<file path="src/hdl/oc_density_update_macros.svh">
// ----------------------------------------------------------------------------
// oc_density_update_macros.svh
// Assertion shorthands for the density update block. All checks are clocked
// on clk and held off while rst_n is low.
// ----------------------------------------------------------------------------
`ifndef OC_DENSITY_UPDATE_MACROS_SVH
`define OC_DENSITY_UPDATE_MACROS_SVH

// consequent must hold in the same cycle as the antecedent
`define ODU_ASSERT_NOW(lbl, ante, cons, msg) \
  lbl: assert property (@(posedge clk) disable iff (!rst_n) (ante) |-> (cons)) \
    else $error(msg);

// consequent must hold in the cycle after the antecedent
`define ODU_ASSERT_NEXT(lbl, ante, cons, msg) \
  lbl: assert property (@(posedge clk) disable iff (!rst_n) (ante) |=> (cons)) \
    else $error(msg);

`endif

</file>
<file path="src/hdl/odu_pkg.sv">
// ----------------------------------------------------------------------------
// odu_pkg
// Shared types, widths and constants of the density update block.
// ----------------------------------------------------------------------------
`default_nettype none

package odu_pkg;

  // sizing
  localparam int MAX_ELEMENTS  = 4096;
  localparam int FRACTION_BITS = 16;
  localparam int ADDR_W        = $clog2(MAX_ELEMENTS);
  localparam int CNT_W         = ADDR_W + 1;

  // field widths
  localparam int DENS_W = 17;
  localparam int SENS_W = 32;
  localparam int IDX_W  = 12;
  localparam int VOL_W  = 29;
  localparam int CFG_W  = 29;
  localparam int CFG_IDX_W = 2;

  // arithmetic widths
  localparam int LAM_W  = 17 + FRACTION_BITS;   // 100000 < 2^17
  localparam int XX_W   = 2 * DENS_W;           // x*x
  localparam int PP_W   = DENS_W + SENS_W;      // half of x*x times s
  localparam int NUM_W  = XX_W + SENS_W;        // x*x*s
  localparam int Q_W    = 37;                   // quotient, capped at 2^36
  localparam int RES_W  = 19;                   // sqrt of the capped quotient
  localparam int DCNT_W = $clog2(Q_W + 1);
  localparam int SUM_W  = CNT_W + DENS_W;
  localparam int CMPV_W = (SUM_W > VOL_W) ? SUM_W : VOL_W;
  localparam int MEM_W  = DENS_W + SENS_W + 1;

  // constants
  localparam longint ONE_FULL = longint'(1) << FRACTION_BITS;
  localparam logic [DENS_W-1:0] ONE_FX =
    (ONE_FULL > longint'(131071)) ? {DENS_W{1'b1}} : DENS_W'(ONE_FULL);
  localparam longint EPS_RAW = ONE_FULL / 10000;
  localparam logic [LAM_W-1:0] LAM_EPS = LAM_W'((EPS_RAW < 1) ? 1 : EPS_RAW);
  localparam logic [LAM_W-1:0] LAM_TOP = LAM_W'(100000) << FRACTION_BITS;
  localparam logic [Q_W-1:0]   Q_CAP   = Q_W'(1) << (Q_W - 1);

  // configuration register indexes and reset values
  localparam logic [CFG_IDX_W-1:0] REG_VOLUME = 2'd0;
  localparam logic [CFG_IDX_W-1:0] REG_MOVE   = 2'd1;
  localparam logic [CFG_IDX_W-1:0] REG_MIN    = 2'd2;
  localparam logic [VOL_W-1:0]  VOL_RESET  = 29'd134217728;
  localparam logic [DENS_W-1:0] MOVE_RESET = 17'd13107;
  localparam logic [DENS_W-1:0] MIN_RESET  = 17'd655;

  // item actions
  localparam logic ACT_LOAD = 1'b0;
  localparam logic ACT_READ = 1'b1;

  typedef struct packed {
    logic              action;
    logic [IDX_W-1:0]  element_index;
    logic [DENS_W-1:0] density_in;
    logic [SENS_W-1:0] sensitivity_mag;
    logic              is_fixed;
    logic              last_element;
  } in_item_t;

  typedef struct packed {
    logic [DENS_W-1:0] new_density;
    logic [IDX_W-1:0]  out_index;
    logic              update_ready;
  } out_item_t;

  typedef struct packed {
    logic [DENS_W-1:0] dens;
    logic [SENS_W-1:0] sens;
    logic              fixed;
  } elem_t;

  typedef enum logic [3:0] {
    S_IDLE, S_READ, S_PASS, S_FETCH, S_MUL1, S_MUL2, S_MUL3, S_MUL4,
    S_DIVCHK, S_DIV, S_SQRT0, S_SQRT, S_CLAMP, S_PEND
  } state_t;

  typedef struct packed {
    logic load;
    logic lam_init;
    logic rd_issue;
    logic out_load;
    logic pass_start;
    logic set_done;
    logic fetch;
    logic mul1;
    logic mul2;
    logic mul3;
    logic mul4;
    logic div_init;
    logic div_step;
    logic sqrt_init;
    logic sqrt_step;
    logic clamp_wr;
    logic pass_end;
  } cmd_t;

  typedef struct packed {
    logic more;
    logic cnt_zero;
    logic last_k;
    logic fixed;
    logic div_sat;
    logic div_last;
    logic sqrt_last;
    logic out_free;
    logic done;
  } sts_t;

endpackage

`default_nettype wire

</file>
<file path="src/hdl/odu_ctrl.sv">
// ----------------------------------------------------------------------------
// odu_ctrl
// Sequencer: takes items, runs the bisection passes and the per-element
// multiply / divide / root / clamp steps on the datapath.
// ----------------------------------------------------------------------------
`default_nettype none

module odu_ctrl (
  input  wire logic          clk,
  input  wire logic          rst_n,
  input  wire logic          in_valid,
  input  wire logic          in_action,
  input  wire logic          in_last,
  output logic               in_stall,
  input  wire odu_pkg::sts_t sts,
  output odu_pkg::cmd_t      cmd
);

  odu_pkg::state_t state_r, state_nxt;

  // state register
  always_ff @(posedge clk) begin
    if (!rst_n) begin
      state_r <= odu_pkg::S_IDLE;
    end else begin
      state_r <= state_nxt;
    end
  end

  // next state
  always_comb begin
    state_nxt = state_r;
    case (state_r)
      odu_pkg::S_IDLE: begin
        if (in_valid) begin
          if (in_action == odu_pkg::ACT_READ) begin
            state_nxt = odu_pkg::S_READ;
          end else if (in_last) begin
            state_nxt = odu_pkg::S_PASS;
          end
        end
      end
      odu_pkg::S_READ: begin
        if (sts.out_free) state_nxt = odu_pkg::S_IDLE;
      end
      odu_pkg::S_PASS: begin
        if (!sts.more) state_nxt = odu_pkg::S_IDLE;
        else if (sts.cnt_zero) state_nxt = odu_pkg::S_PEND;
        else state_nxt = odu_pkg::S_FETCH;
      end
      odu_pkg::S_FETCH:  state_nxt = odu_pkg::S_MUL1;
      odu_pkg::S_MUL1:   state_nxt = sts.fixed ? odu_pkg::S_CLAMP : odu_pkg::S_MUL2;
      odu_pkg::S_MUL2:   state_nxt = odu_pkg::S_MUL3;
      odu_pkg::S_MUL3:   state_nxt = odu_pkg::S_MUL4;
      odu_pkg::S_MUL4:   state_nxt = odu_pkg::S_DIVCHK;
      odu_pkg::S_DIVCHK: state_nxt = sts.div_sat ? odu_pkg::S_SQRT0 : odu_pkg::S_DIV;
      odu_pkg::S_DIV: begin
        if (sts.div_last) state_nxt = odu_pkg::S_SQRT0;
      end
      odu_pkg::S_SQRT0:  state_nxt = odu_pkg::S_SQRT;
      odu_pkg::S_SQRT: begin
        if (sts.sqrt_last) state_nxt = odu_pkg::S_CLAMP;
      end
      odu_pkg::S_CLAMP:  state_nxt = sts.last_k ? odu_pkg::S_PEND : odu_pkg::S_FETCH;
      odu_pkg::S_PEND:   state_nxt = odu_pkg::S_PASS;
      default:           state_nxt = odu_pkg::S_IDLE;
    endcase
  end

  // command decode
  always_comb begin
    cmd      = '0;
    in_stall = (state_r != odu_pkg::S_IDLE);
    case (state_r)
      odu_pkg::S_IDLE: begin
        if (in_valid) begin
          if (in_action == odu_pkg::ACT_READ) begin
            cmd.rd_issue = 1'b1;
          end else begin
            cmd.load     = 1'b1;
            cmd.lam_init = in_last;
          end
        end
      end
      odu_pkg::S_READ:   cmd.out_load = sts.out_free;
      odu_pkg::S_PASS: begin
        cmd.pass_start = sts.more;
        cmd.set_done   = !sts.more;
      end
      odu_pkg::S_FETCH:  cmd.fetch     = 1'b1;
      odu_pkg::S_MUL1:   cmd.mul1      = 1'b1;
      odu_pkg::S_MUL2:   cmd.mul2      = 1'b1;
      odu_pkg::S_MUL3:   cmd.mul3      = 1'b1;
      odu_pkg::S_MUL4:   cmd.mul4      = 1'b1;
      odu_pkg::S_DIVCHK: cmd.div_init  = 1'b1;
      odu_pkg::S_DIV:    cmd.div_step  = 1'b1;
      odu_pkg::S_SQRT0:  cmd.sqrt_init = 1'b1;
      odu_pkg::S_SQRT:   cmd.sqrt_step = 1'b1;
      odu_pkg::S_CLAMP:  cmd.clamp_wr  = 1'b1;
      odu_pkg::S_PEND:   cmd.pass_end  = 1'b1;
      default:           cmd           = '0;
    endcase
  end

endmodule

`default_nettype wire

</file>
<file path="config.mk">
export PLATFORM = sky130hd
export DESIGN_NAME = odu_ctrl
export DESIGN_NICKNAME = d
export VERILOG_FILES = /design/src/hdl/oc_density_update_macros.svh /design/src/hdl/odu_pkg.sv /design/src/hdl/odu_ctrl.sv
export SDC_FILE = /design/constraint.sdc
export NUM_CORES = 1
export LEC_CHECK = 0
export ABC_AREA = 1
export BUFFER_PORTS_ARGS = -buffer_cell sky130_fd_sc_hd__buf_4
export CAP_MARGIN = 10
export CORE_UTILIZATION = 35
export DETAILED_ROUTE_END_ITERATION = 7
export PLACE_DENSITY = 0.78
export SKIP_LAST_GASP = 1
export SLEW_MARGIN = 25
export SYNTH_ARGS = -nofsm -noshare
export SYNTH_HDL_FRONTEND = slang
export SYNTH_SLANG_ARGS = --single-unit
export TNS_END_PERCENT = 5
</file>
<file path="constraint.sdc">
create_clock -name clk -period 1.5 [get_ports clk]
set_input_delay 0.225 -clock clk [delete_from_list [all_inputs] [get_ports clk]]
set_output_delay 0.225 -clock clk [all_outputs]
set_load 0.02 [all_outputs]
</file>
==> results.sh, run 1 <==
export IMPL_p_sw_share_pct=42.3
export IMPL_synth_largest_area_cell="nand2_1"
export IMPL_die_area_um2=1670
export IMPL_cp_data_arrival_time_ns=1.27
export IMPL_synth_area_leaders="nand2_1, dfxtp_1, inv_1"
export IMPL_use_met3_pct=3.26
export IMPL_async_flop_share_pct=0
export IMPL_first_global_vias=603
export IMPL_fin_util_pct=63.0
export IMPL_wl_per_cell_um=10.6
export IMPL_drc=0
export IMPL_fin_nets=152
export IMPL_dpl_hpwl_mm=1.24
export IMPL_p_leak_nw=0.516
export IMPL_syn_area_um2=529
export IMPL_vias=713
export IMPL_placed_cells=143
export IMPL_synth_cell_types=22
export IMPL_cp_max_fo=6
export IMPL_top_usage_layer="met2"
export IMPL_seqCellArea_um2=86.3
export IMPL_start_util_pct=39.2
export IMPL_overflow=0
export IMPL_fillers=141
export IMPL_die_h_um=40.9
export IMPL_via_per_inst=4.72
export IMPL_place_congestion=0.877
export IMPL_core_area_um2=1350
export IMPL_powerDensity_nw_per_um2=708
export IMPL_fin_area_um2=851
export IMPL_syn_nets=112
export IMPL_clock_sinks=4
export IMPL_antenna_found_initial=0
export IMPL_use_met1_pct=26.4
export IMPL_critPathLaunchType="register"
export IMPL_final_cells=151
export IMPL_largest_reg_flops=4
export IMPL_cts_tree="yes"
export IMPL_yosysMostFrequentCell="nand2_1"
export IMPL_ant_nets=0
export IMPL_regMostFlops="state_r"
export IMPL_tns_ns=0
export IMPL_multiInputGateArea_um2=365
export IMPL_cp_end_kind="output pin"
export IMPL_die_w_um=40.9
export IMPL_finalHoldViolations=0
export IMPL_synth_edf_count=0
export IMPL_clk_latency_ns=0.25
export IMPL_io_buffers=30
export IMPL_required_ns=1.27
export IMPL_fin_skew_ns=0.00836
export IMPL_drv_cap=0
export IMPL_ys_seq_area_share_pct=15.1
export IMPL_routed_wl_mm=1.60
export IMPL_placed_area_um2=779
export IMPL_hold_class="in -> reg"
export IMPL_synth_ff_type="dfxtp_1"
export IMPL_worstMarginPinSlew_ns=0.236
export IMPL_met2_usage_pct=39.8
export IMPL_p_seq_share_pct=23.3
export IMPL_grt_max_degree=8
export IMPL_crit_chain="nor2_4 -> nand3_1 -> nor3b_2 -> buf_4"
export IMPL_antenna_cells=0
export IMPL_slowest_stage="dfxtp_2"
export IMPL_cts_buffer_depth=2
export IMPL_power_w=0.000603
export IMPL_clkPwrFrac_pct=24.0
export IMPL_biggestRegsByFlops="state_r: 4 flops"
export IMPL_synthToLayoutAreaGrowth_pct=60.8
export IMPL_grt_setup_unrepaired="yes"
export IMPL_setup_viol=0
export IMPL_first_pass_iters=4
export IMPL_drive_gt1_share_pct=44.9
export IMPL_avgSynthCellArea_um2=5.40
export IMPL_io_pins=32
export IMPL_rows=13
export IMPL_power_ir_vdd_worst_mv=0.490
export IMPL_min_period_over_period_pct=99.7
export IMPL_outcome="finished, final reports clean"
export IMPL_crit_type="reg -> out"
export IMPL_crit_buf_inv=1
export IMPL_htree_levels=1
export IMPL_layout_min_cycle_time_ns=1.49
export IMPL_synth_cells=98
export IMPL_cts_root_buf="clkbuf_4"
export IMPL_grt_pass1_wl_mm=2.42
export IMPL_power_switching_w=0.000255
export IMPL_relSlewSlack_pct=84.2
export IMPL_max_freq_ghz=0.669
export IMPL_p_int_w=0.000348
export IMPL_yosysTopAreaCellShare_pct=15.6
export IMPL_grt_use_total_pct=21.9
export IMPL_ff2ff_setup_slack_ns=0.14
export IMPL_cts_buffers=3
export IMPL_final_max_slew_viol_count=0
export IMPL_power_frac_comb_pct=52.7
export IMPL_slowest_delay_ns=0.36
export IMPL_first_iter_violations=16
export IMPL_ys_ff_latch=4
export IMPL_yosysWarningCount=0
export IMPL_clk_pin_slew_ns=0.04
export IMPL_path_delay_family="simple AND/OR/NAND/NOR gates"
export IMPL_synth_commonest_cells="nand2_1, inv_1, nor2_1"
timing repair:
action / 4_1_cts / 5_1_grt
pin swaps: 2 / 0
buffers inserted: 5 / 0
gates resized for setup: 3 / 2
endpoints found under the setup margin: 6 / 9
hold buffers: 0 / 0
worst reg2reg max path: cells and delay by family (launching register included):
kind                   cells  cell delay [ns]
DFF                        1             0.44
buffers and inverters      2             0.30
and+or+nand+nor            4             0.29
AOI/OAI and AO/OA          2             0.26
cells in the final DEF (no fill, tap or decap), types with 2 or more instances in the layout:
| master | Yosys | routed |
|---|---|---|
| inv_2 | 5 | 5 |
| nor2_2 | 2 | 2 |
| inv_1 | 18 | 18 |
| nand2_2 | 2 | 2 |
| clkbuf_4 | 0 | 3 |
| buf_4 | 0 | 35 |
| nand2_1 | 22 | 22 |
| nand3_2 | 2 | 2 |
| nor3_1 | 2 | 2 |
| dfxtp_2 | 0 | 2 |
| a21oi_1 | 2 | 2 |
| nor2_1 | 17 | 17 |
| nor2_4 | 4 | 4 |
| o21ai_1 | 2 | 2 |
| nand3_1 | 7 | 7 |
worst paths after layout:
kind / startpoint / to / cells past startpoint
max: state_r[2]$_SDFFE_PN0P_ / cmd[15] / 4
min: rst_n / state_r[0]$_SDFFE_PN0P_ / 3
max reg2reg: state_r[1]$_SDFFE_PN0P_ / state_r[1]$_SDFFE_PN0P_ / 8
min reg2reg: state_r[0]$_SDFFE_PN0P_ / state_r[0]$_SDFFE_PN0P_ / 2
cells by family after synthesis:
family / count (synthesis) / synth area share [%]
AND/OR/NAND/NOR: 61 / 57.2
buffers and inverters: 25 / 18.0
AO/OA/AOI/OAI: 8 / 9.69
flip-flops: 4 / 15.1
layout make-up:
type | count | share of cell area, %
clock buffers | 3 | 2.65
inverters | 25 | 11.2
multi-input cells | 69 | 42.9
flip-flops and latches | 4 | 10.1
well taps | 15 | 2.21
repair buffers | 35 | 30.9
power groups by stage:
stage	registers, W	clock network (W)	logic (W)
floorplan	0.000137	0	0.000182
global placement	0.000139	0	0.000270
detailed placement	0.000140	0	0.000273
CTS	0.000139	0.000143	0.000313
global route	0.000143	0.000150	0.000348
finish	0.000141	0.000144	0.000318
routing by layer:
layer / vias up / share of wire (%)
met3: 2 / 5.0
met4: 0 / 1.3
met2: 24 / 51
met1: 314 / 43
met5: - / 0
li1: 373 / -
stage by stage:
step / hold slack (ns) / worst slack (ns)
4_1_cts: 0.275 / -0.0107
2_1_floorplan: 0.392 / 0.0440
3_3_place_gp: 0.512 / 0.145
5_1_grt: 0.285 / -0.0771
3_5_place_dp: 0.516 / 0.116
6_report: 0.273 / 0.00516
(Power assumes the default switching activity.)
==> run 2, diff against run 1 <==
--- a/config.mk
+++ b/config.mk
@@ -7,10 +7,10 @@
 export LEC_CHECK = 0
 export ABC_AREA = 1
 export BUFFER_PORTS_ARGS = -buffer_cell sky130_fd_sc_hd__buf_4
-export CAP_MARGIN = 10
-export CORE_UTILIZATION = 35
+export CORE_AREA = 2 2 39 41
 export DETAILED_ROUTE_END_ITERATION = 7
-export PLACE_DENSITY = 0.78
+export DIE_AREA = 0 0 41 43
+export PLACE_DENSITY = 0.86
 export SKIP_LAST_GASP = 1
 export SLEW_MARGIN = 25
 export SYNTH_ARGS = -nofsm -noshare
==> run 2 against run 1 <==
- design area increased by 0.88%
- cell count unchanged
- power decreased by 3.3%
- highest routed layer unchanged
- via count decreased by 0.84%
- worst hold slack got worse by 0.0039 ns
- utilization decreased by 1.0 points
- register-to-register slack improved by 0.11 ns
- clock-buffer cell count unchanged
- critical path depth increased by 1
- clock power decreased by 10%
- global-route usage decreased by 3.7 points
- maximum frequency increased by 2.4%
==> results.sh, run 2 (same netlist as run 1, synthesis figures left out) <==
export IMPL_die_area_um2=1760
export IMPL_ant_nets=0
export IMPL_p_sw_share_pct=41.2
export IMPL_whs_ns=0.269
export IMPL_cp_max_fo=6
export IMPL_start_util_pct=38.2
export IMPL_path_delay_family="buffers and inverters"
export IMPL_io_buffers=30
export IMPL_power_ir_vdd_worst_mv=0.426
export IMPL_dpl_hpwl_mm=1.27
export IMPL_cp_data_arrival_time_ns=1.23
export IMPL_crit_chain="nor2_4 -> buf_4 -> nand3_1 -> inv_2 -> buf_4"
export IMPL_critPathLaunch="state_r[2]$_SDFFE_PN0P_"
export IMPL_mostFrequentLayoutCell="buf_4"
export IMPL_critPathLaunchType="register"
export IMPL_hold_class="in -> reg"
export IMPL_drv_cap=0
export IMPL_setup_viol=0
export IMPL_crit_buf_inv=3
export IMPL_io_pins=32
export IMPL_min_from="rst_n"
export IMPL_cts_tree="yes"
export IMPL_die_h_um=43
export IMPL_fin_util_pct=62.0
export IMPL_relSlewSlack_pct=87.1
export IMPL_power_switching_w=0.000240
export IMPL_cts_buffer_depth=2
export IMPL_slowest_delay_ns=0.36
export IMPL_rows=14
export IMPL_htree_levels=1
export IMPL_overflow=0
export IMPL_outcome="finished, final reports clean"
export IMPL_r2r_start="state_r[2]$_SDFFE_PN0P_"
export IMPL_finalHoldViolations=0
export IMPL_ff2ff_setup_slack_ns=0.25
export IMPL_core_area_um2=1380
export IMPL_cts_root_buf="clkbuf_4"
export IMPL_clkPwrFrac_pct=22.2
export IMPL_crit_type="reg -> out"
export IMPL_min_period_over_period_pct=97.3
export IMPL_die_w_um=41
export IMPL_clk_latency_ns=0.23
export IMPL_clock_sinks=4
export IMPL_antenna_cells=0
export IMPL_cpMostUsedCell="buf_4"
export IMPL_regMostFlops="state_r"
export IMPL_first_global_vias=592
export IMPL_powerDensity_nw_per_um2=679
export IMPL_vias=707
export IMPL_max_freq_ghz=0.685
export IMPL_clk_pin_slew_ns=0.03
export IMPL_cts_buffers=3
export IMPL_grt_setup_unrepaired="yes"
export IMPL_fin_nets=151
export IMPL_layout_min_cycle_time_ns=1.46
export IMPL_final_cell_mix="buf_4, nand2_1, inv_1"
export IMPL_final_max_slew_viol_count=0
export IMPL_synthToLayoutAreaGrowth_pct=62.2
export IMPL_drive_gt1_share_pct=46.7
export IMPL_biggestRegsByFlops="state_r: 4 flops"
export IMPL_power_frac_comb_pct=53.4
export IMPL_grt_pass1_wl_mm=2.17
export IMPL_p_int_w=0.000342
export IMPL_place_congestion=0.751
export IMPL_cp_end_kind="output pin"
export IMPL_required_ns=1.27
export IMPL_tns_ns=0
export IMPL_grt_max_degree=8
export IMPL_p_leak_nw=0.515
export IMPL_routed_wl_mm=1.52
export IMPL_worstMarginPinSlew_ns=0.192
export IMPL_grt_use_total_pct=18.2
export IMPL_fin_skew_ns=0.000412
export IMPL_drc=0
export IMPL_largest_reg_flops=4
export IMPL_wl_per_cell_um=10.1
export IMPL_antenna_found_initial=0
export IMPL_hold_buffers=0
export IMPL_first_iter_violations=11
export IMPL_first_pass_iters=4
export IMPL_p_seq_share_pct=24.4
export IMPL_slowest_stage="dfxtp_2"
export IMPL_via_per_inst=4.68
-- run 2: cell types whose count changed in the layout (fill, tap and decap cells not counted) --
| cell | delta |
|---|---|
| buf_4 | -1 |
| nor2_1 | -1 |
| nor2_4 | +1 |
| dfxtp_2 | +1 |
| nand3_2 | +1 |
| dfxtp_1 | -1 |
| nand3_1 | -1 |
-- run 2: stage by stage --
stage               worst slack (ns)  cells  total power, W  instance area, um^2
CTS                          -0.0199    150        0.000567                  830
finish                        0.0403    151        0.000583                  858
global placement               0.152    144        0.000409                  781
detailed placement             0.133    144        0.000414                  781
floorplan                     0.0440     98        0.000319                  536
global route                -0.00381    151        0.000625                  858
-- run 2: path summary, 6_finish.rpt --
path	to	depth (start not counted)
min	state_r[0]$_SDFFE_PN0P_	3
max reg2reg	state_r[0]$_SDFFE_PN0P_	7
max	cmd[12]	5
min reg2reg	state_r[0]$_SDFFE_PN0P_	2
-- run 2: area by class of cell --
cell class / count / area (um^2)
fillers: 138 / 526
repair buffers: 34 / 255
multi-input cells: 69 / 378
well taps: 16 / 20.0
clock buffers: 3 / 22.5
inverters: 25 / 95.1
flip-flops and latches: 4 / 87.6
-- run 2: repair_timing --
| item | in CTS | in global routing |
|---|---|---|
| setup buffers | 3 | 1 |
| endpoints found under the setup margin | 7 | 6 |
| resized for setup | 3 | 6 |
| pin swaps | 2 | 2 |
-- run 2: worst reg2reg max path, delay by kind of cell (launching register included) --
family | cells | cell delay [ns]
and+or+nand+nor | 4 | 0.41
DFF | 1 | 0.42
buffers and inverters | 1 | 0.14
AOI/OAI and AO/OA | 2 | 0.20
-- run 2: power by group through the flow --
stage	Combinational, W	Clock [W]	Sequential (W)
6_report	0.000311	0.000129	0.000142
5_1_grt	0.000342	0.000140	0.000143
3_5_place_dp	0.000274	0	0.000140
2_1_floorplan	0.000182	0	0.000137
4_1_cts	0.000291	0.000136	0.000140
3_3_place_gp	0.000270	0	0.000139
-- run 2: routing by layer --
layer  track usage, %  wire length (um)  up-vias
met3             1.57                85        4
met1             20.8               622      309
met5                0                 0        -
met2             29.1               789       24
met4             13.3                24        0
li1                 -                 -      370
